[src/sv/assert_macros.svh]
// Assertion macros shared by the RTL files of the tangent basis block.
`ifndef ASSERT_MACROS_SVH
`define ASSERT_MACROS_SVH

// Check a property on every clock edge outside reset.
`define TTB_ASSERT(lbl, prop, msg) \
  lbl: assert property (@(posedge clk) disable iff (rst) prop) else $error(msg);

// Check that a condition never holds outside reset.
`define TTB_ASSERT_NEVER(lbl, cond, msg) \
  lbl: assert property (@(posedge clk) disable iff (rst) !(cond)) else $error(msg);

`endif

[src/sv/ttb_pkg.sv]
// Shared widths, vertex type and normalizer status type for the tangent basis block.
package ttb_pkg;

  localparam int COORD_W = 32;   // position and uv width
  localparam int NRM_W   = 16;   // Q1.14 vector component width
  localparam int DIFF_W  = 33;   // exact difference of two coordinates
  localparam int FIT_W   = 31;   // block-shifted difference, magnitude below 2^30
  localparam int VEC_W   = 64;   // unnormalized vector component
  localparam int Q_FRAC  = 14;   // fraction bits of a unit vector component

  typedef struct packed {
    logic signed [COORD_W-1:0] px;
    logic signed [COORD_W-1:0] py;
    logic signed [COORD_W-1:0] pz;
    logic signed [COORD_W-1:0] tu;
    logic signed [COORD_W-1:0] tv;
    logic signed [NRM_W-1:0]   nx;
    logic signed [NRM_W-1:0]   ny;
    logic signed [NRM_W-1:0]   nz;
  } vert_t;

  typedef struct packed {
    logic done;   // one-cycle pulse, unit vector ready
    logic zero;   // input vector was zero, unit vector is zero
  } norm_stat_t;

endpackage

[src/sv/ttb_norm.sv]
// Iterative 3-vector normalizer: block shift, sum of squares, bit-pair root, serial divide.
`include "assert_macros.svh"

module ttb_norm (
  input  logic                                clk,
  input  logic                                rst,
  input  logic                                start,
  input  logic signed [ttb_pkg::VEC_W-1:0]    vec_x,
  input  logic signed [ttb_pkg::VEC_W-1:0]    vec_y,
  input  logic signed [ttb_pkg::VEC_W-1:0]    vec_z,
  output ttb_pkg::norm_stat_t                 stat,
  output logic signed [ttb_pkg::NRM_W-1:0]    unit_x,
  output logic signed [ttb_pkg::NRM_W-1:0]    unit_y,
  output logic signed [ttb_pkg::NRM_W-1:0]    unit_z
);

  typedef enum logic [2:0] {
    N_IDLE, N_SHIFT, N_SQ, N_ACC, N_ROOT, N_DLOAD, N_DIV, N_STORE
  } nstate_t;

  nstate_t state;
  logic [62:0] mag [3];
  logic [2:0]  neg;
  logic [1:0]  idx;
  logic [59:0] sq;
  logic [61:0] sum;
  logic [61:0] rad;
  logic [63:0] root;
  logic [62:0] bitm;
  logic [44:0] num;
  logic [31:0] rem;
  logic [3:0]  j;
  logic [14:0] q;
  logic        fin;
  logic signed [ttb_pkg::NRM_W-1:0] unit [3];

  logic [62:0] mag_or;
  logic [62:0] abs_x, abs_y, abs_z;
  logic [63:0] root_try;
  logic [61:0] sum_next;
  logic [31:0] len;
  logic [44:0] num_init;
  logic [32:0] trial;
  logic [15:0] q_ext;
  logic        vec_zero;
  logic        done_set;

  function automatic logic [62:0] abs64(logic signed [63:0] v);
    logic [63:0] n;
    n = v[63] ? 64'(-v) : 64'(v);
    return n[62:0];
  endfunction

  // Magnitudes, root trial, division trial
  always_comb begin
    abs_x    = abs64(vec_x);
    abs_y    = abs64(vec_y);
    abs_z    = abs64(vec_z);
    vec_zero = ((abs_x | abs_y | abs_z) == '0);
    mag_or   = mag[0] | mag[1] | mag[2];
    root_try = root + {1'b0, bitm};
    sum_next = sum + {2'b0, sq};
    len      = root[31:0];
    num_init = {1'b0, mag[idx][29:0], 14'd0} + {14'd0, root[31:1]};
    trial    = {rem, num[j]};
    q_ext    = {1'b0, q};
    done_set = ((state == N_IDLE) && start && vec_zero) ||
               ((state == N_STORE) && (idx == 2'd2));
  end

  assign unit_x = unit[0];
  assign unit_y = unit[1];
  assign unit_z = unit[2];

  // Sequencer and datapath registers
  always_ff @(posedge clk) begin
    if (rst) begin
      state <= N_IDLE;
      stat  <= '0;
      fin   <= 1'b0;
    end else begin
      stat.done <= done_set;
      unique case (state)
        N_IDLE: begin
          if (start) begin
            mag[0] <= abs_x;
            mag[1] <= abs_y;
            mag[2] <= abs_z;
            neg    <= {vec_z[63], vec_y[63], vec_x[63]};
            if (vec_zero) begin
              stat.zero <= 1'b1;
              unit[0]   <= '0;
              unit[1]   <= '0;
              unit[2]   <= '0;
            end else begin
              stat.zero <= 1'b0;
              state     <= N_SHIFT;
            end
          end
        end
        N_SHIFT: begin
          // bring the largest magnitude into [2^29, 2^30)
          if (|mag_or[62:30]) begin
            for (int i = 0; i < 3; i++) mag[i] <= mag[i] >> 1;
          end else if (!mag_or[29]) begin
            for (int i = 0; i < 3; i++) mag[i] <= mag[i] << 1;
          end else begin
            idx   <= 2'd0;
            sum   <= '0;
            state <= N_SQ;
          end
        end
        N_SQ: begin
          sq    <= mag[idx][29:0] * mag[idx][29:0];
          state <= N_ACC;
        end
        N_ACC: begin
          sum <= sum_next;
          if (idx == 2'd2) begin
            rad   <= sum_next;
            root  <= '0;
            bitm  <= {1'b1, 62'd0};
            state <= N_ROOT;
          end else begin
            idx   <= idx + 2'd1;
            state <= N_SQ;
          end
        end
        N_ROOT: begin
          // one bit pair of the integer square root per cycle
          if ({2'b0, rad} >= root_try) begin
            rad  <= rad - root_try[61:0];
            root <= (root >> 1) + {1'b0, bitm};
          end else begin
            root <= root >> 1;
          end
          bitm <= bitm >> 2;
          if (bitm[0]) begin
            idx   <= 2'd0;
            state <= N_DLOAD;
          end
        end
        N_DLOAD: begin
          num   <= num_init;
          rem   <= {2'b0, num_init[44:15]};
          j     <= 4'd14;
          state <= N_DIV;
        end
        N_DIV: begin
          // one quotient bit per cycle
          if (trial >= {1'b0, len}) begin
            rem  <= 32'(trial - {1'b0, len});
            q[j] <= 1'b1;
          end else begin
            rem  <= trial[31:0];
            q[j] <= 1'b0;
          end
          if (j == 4'd0) state <= N_STORE;
          else           j     <= j - 4'd1;
        end
        N_STORE: begin
          unit[idx] <= neg[idx] ? -q_ext : q_ext;
          if (idx == 2'd2) begin
            fin   <= ~fin;
            state <= N_IDLE;
          end else begin
            idx   <= idx + 2'd1;
            state <= N_DLOAD;
          end
        end
        default: state <= N_IDLE;
      endcase
    end
  end

  // Unit vector component never exceeds one
  `TTB_ASSERT(a_unit_bound,
    stat.done && !stat.zero |-> (q_ext <= 16'd16384), "normalizer quotient above one")
  // A zero result only comes straight from the idle state
  `TTB_ASSERT(a_zero_from_idle,
    stat.done && stat.zero |-> $past(state) == N_IDLE, "zero flag set after a full pass")
  // A full pass ends with the last component stored
  `TTB_ASSERT(a_full_pass,
    $changed(fin) |-> $past(state) == N_STORE && $past(idx) == 2'd2, "pass end out of order")

endmodule

[config.mk]
export PLATFORM = sky130hd
export DESIGN_NAME = ttb_norm
export DESIGN_NICKNAME = d
export VERILOG_FILES = /design/src/sv/ttb_pkg.sv /design/src/sv/ttb_norm.sv
export VERILOG_INCLUDE_DIRS = /design/src /design/src/sv
export SDC_FILE = /design/constraint.sdc
export NUM_CORES = 2
export LEC_CHECK = 0
export BUFFER_PORTS_ARGS = -buffer_cell sky130_fd_sc_hd__buf_2
export CORE_MARGIN = 4
export CORE_UTILIZATION = 54
export DETAILED_ROUTE_END_ITERATION = 10
export GPL_ROUTABILITY_DRIVEN = 1
export GPL_TIMING_DRIVEN = 0
export PLACE_DENSITY = 0.71
export SYNTH_ARGS = -nofsm -noshare
export SYNTH_HDL_FRONTEND = slang
export SYNTH_SLANG_ARGS = --single-unit
[constraint.sdc]
create_clock -name clk -period 11.15 [get_ports clk]
set_clock_uncertainty 0.1 [all_clocks]
set_input_delay 3.345 -clock clk [delete_from_list [all_inputs] [get_ports clk]]
set_output_delay 3.345 -clock clk [all_outputs]
set_load 0.02 [all_outputs]
==> results.md <==
- Area share of the largest cell type after synthesis: 0.252
- Required time worst endpoint: 11.44 ns
- Class of the tightest hold or removal check: flop to flop
- Fill cell instance count of the final layout: 11,362
- Starting Density: 0.546
- Unique cell type count in the Yosys netlist: 92
- Number of search-and-repair iterations in the first detailed-routing pass: 8
- Critical-path cell with the highest stage delay: clkbuf_1
- Share of cells above drive strength 1: 0.0626
- Chip width: 368 um
- Normalized max-slew margin: 0.0152
- Cell row count: 131
- Area growth from synthesis to layout: 8.78%
- Via count of the first global-routing pass: around 60,000
- Overflow after GRT: 0
- Area of the die: 136,000 um2
- Synth area leader: edfxtp_1
- Hold-fix buffers at CTS: 0
- Area contributors post-synth: edfxtp_1 (25%), fa_1 (20%), ha_1 (9.0%)
- Outcome: complete, but fails checks
- DR vias: approximately 62,000
- Unrepaired setup endpoints after global routing: false
- Netlist area before placement: 70,100 um2
- Count of state elements after synthesis: 595
- Die Y: 368 um
- Number of port buffers: 232
- Initial antenna violation count: 5
- TritonCTS sink count: 595
- Data arrival at the endpoint of the critical path: 11.06 ns
- Number of design rule violations left after detail routing: 0
- Clock Latency Late Sink: 0.66 ns
- Startpoint type of the worst setup path: flop
- Clock root cell: clkbuf_16
- Synthesis warning total: 0
- Initial drt markers: approximately 7,400
- Io pins: 245
- Number of instances in the synthesized netlist: 7,757
- Violations in the final reports: max-capacitance violations
- GRT Overall Usage: 0.359
- CTS clock-pin slew for the worst setup and hold paths: 0.06 ns
- Worst R2R End: sq[42]
- Post-layout utilization of the core: 0.594
- Achievable frequency: 92.8 MHz
- Most used standard cell by instance count after synthesis: inv_1
- Critical path endpoint category: flop
- Worst-path fanout max: 10
- Final count of pins violating max slew: 0
- Adder and majority gate portion of the synthesized area: 0.291
- Net count reported at finish: roughly 9,500
- Critical path class: flop to flop
- Area inside the core boundary: around 130,000 um2
- Setup violators final: 0
- Number of enable flip-flop cells after synthesis: a little under 600
- XOR/XNOR share of the synthesized area: 0.0653
- CP Buf/Inv Count: 12
- Routed WL per cell: around 25 um
- CP most frequent cell: fa_1
- Mapped Avg Cell Area: 9.04 um2
- Depth of the worst register-to-register path: 34
- Via density: between 6 and 7
- Max H-tree Level: 3
- Delay of the slowest critical-path stage: 0.67 ns
- Largest family of logic cells by synthesized area: adder cells
- Final cycle utilization of the critical path: 0.966
- Clock period minus worst slack: 10.77 ns
- First-pass GRT wire length: roughly 370 mm
- Total Neg Setup Slack: 0 ns
- Instance count along the most critical hold path: 2
- Antenna viol nets, final: 0
- Worst Tran Pin Value: 1.47 ns
- Ys async rst share: 0
- Share of synthesized area spent on multiplexers: 0.0131
- Simple-gate share of the synthesized area: 0.153
- Worst Min Path Start: stat[0]
- Wire length reported by the detailed router: 248 mm
- Pin count of the biggest net entering global routing: 68
- Fraction of the mapped netlist area in compound gates: 0.151
- Inserted Clock Buffers: around 70
- Hold worst-path end: stat[0]
- Number of failing hold endpoints at the final stage: 0
- Syn nets: 9,159
- Synth cell count leaders: inv_1 (1,005), nand2_1 (780), nor2_1 (751)
- Deepest clock path buffer count: 3
- Setup slack on the worst flop-to-flop path: 0.38 ns
- Routability congestion estimate: 1.06
- Sequential element share of the synthesized area: 0.254
- Most used flip-flop cell after synthesis: edfxtp_1
- DP Wirelength: around 200 mm
- CTS tree: yes
- Cell class contributing the biggest share of worst-path delay: adder cells
- Max Cap Violations: 1
## how the worst max path moves through the flow
stage	endpoint	slack [ns]	cells after the start
final	sq[42]	0.38	34
after CTS	sq[58]	0.01	30
after global placement	sq[22]	-2.92	3
after global routing	sq[58]	0.01	29
after detailed placement	sq[58]	-2.06	32
after floorplan	sq[0]	0.61	3
## flip-flops by register name (all words and copies together) (netlist names), 32 cells and up, named ones only
register  count
bitm         32
mag         189
rad          62
rem          32
root         64
sq           59
sum          62
unit         48
## stage by stage
step | area (um2) | std cells | hold slack [ns] | worst slack, ns
after floorplan | 70100 | 7757 | 0.421 | 0.608
after global placement | 73400 | 9718 | 0.386 | -2.92
after detailed placement | 73800 | 9737 | 0.383 | -2.06
after CTS | 76200 | 9854 | 0.398 | 0.00964
after global routing | 76300 | 9859 | 0.420 | 0.0149
final | 76300 | 9864 | 0.394 | 0.380
## worst min-delay path, delay by kind of cell, from the launching register on
kind / cells / cell delay, ns
DFF: 1 / 0.32
and+or+nand+nor: 2 / 0.13
## placed cells by master (no fill, tap or decap), types with 44 or more instances in the layout
cell and instances:
edfxtp_1 588, buf_2 240, clkbuf_16 72, o21ai_0 467
a211oi_1 155, nand4_1 97, ha_1 502, or3_1 67
nand3_1 114, nand2_1 780, xor2_1 273, nor2_1 751
and3_1 57, inv_1 1002, mux2i_1 74, clkbuf_1 285
xnor2_1 250, o41ai_1 57, nor4_1 79, fa_1 705
or4_1 44, o21bai_1 53, nor3_1 102, a21o_1 144
nand2b_1 45, o31ai_1 89, and2_1 52, a31oi_1 85
o21a_1 59, a21oi_1 332
## area by class of cell
cell class / instances / area, um2 / area share
clock buffer: 87 / 1870 / 0.0245
buffer: 337 / 1350 / 0.0177
inverter: 1014 / 3820 / 0.0501
sequential: 595 / 17800 / 0.233
clock inverter: 39 / 428 / 0.00561
antenna: 6 / 15.0 / 0.000197
timing repair buffer: 257 / 1550 / 0.0203
tap: 1729 / 2160 / 0.0284
multi-input combinational: 5800 / 47300 / 0.620
## timing repair
action,in CTS,in global routing
gates resized for setup,40,46
buffers inserted,0,6
setup endpoints to repair,42,22
## logic make-up (layout without fill, tap and decap cells)
| group | count (synthesis) | in the layout |
|---|---|---|
| compound gates | 1652 | 1652 |
| xor+xnor | 523 | 523 |
| fa+ha+maj | 1207 | 1207 |
| buf+inv | 1362 | 1734 |
| flops | 595 | 595 |
| mux | 85 | 85 |
| other cells | 0 | 6 |
| simple gates | 2333 | 2333 |
## layer usage
metal | vias up | part of all wire | track usage
li1 | 27306 | - | -
met2 | 3603 | 0.44 | 0.550
met4 | 6 | 0.061 | 0.175
met5 | - | 0.00014 | 0
met3 | 725 | 0.11 | 0.0930
met1 | 30029 | 0.39 | 0.475
Power is not shown: default switching activity piles up to over one toggle a cycle in this logic, so the estimate is an artifact.
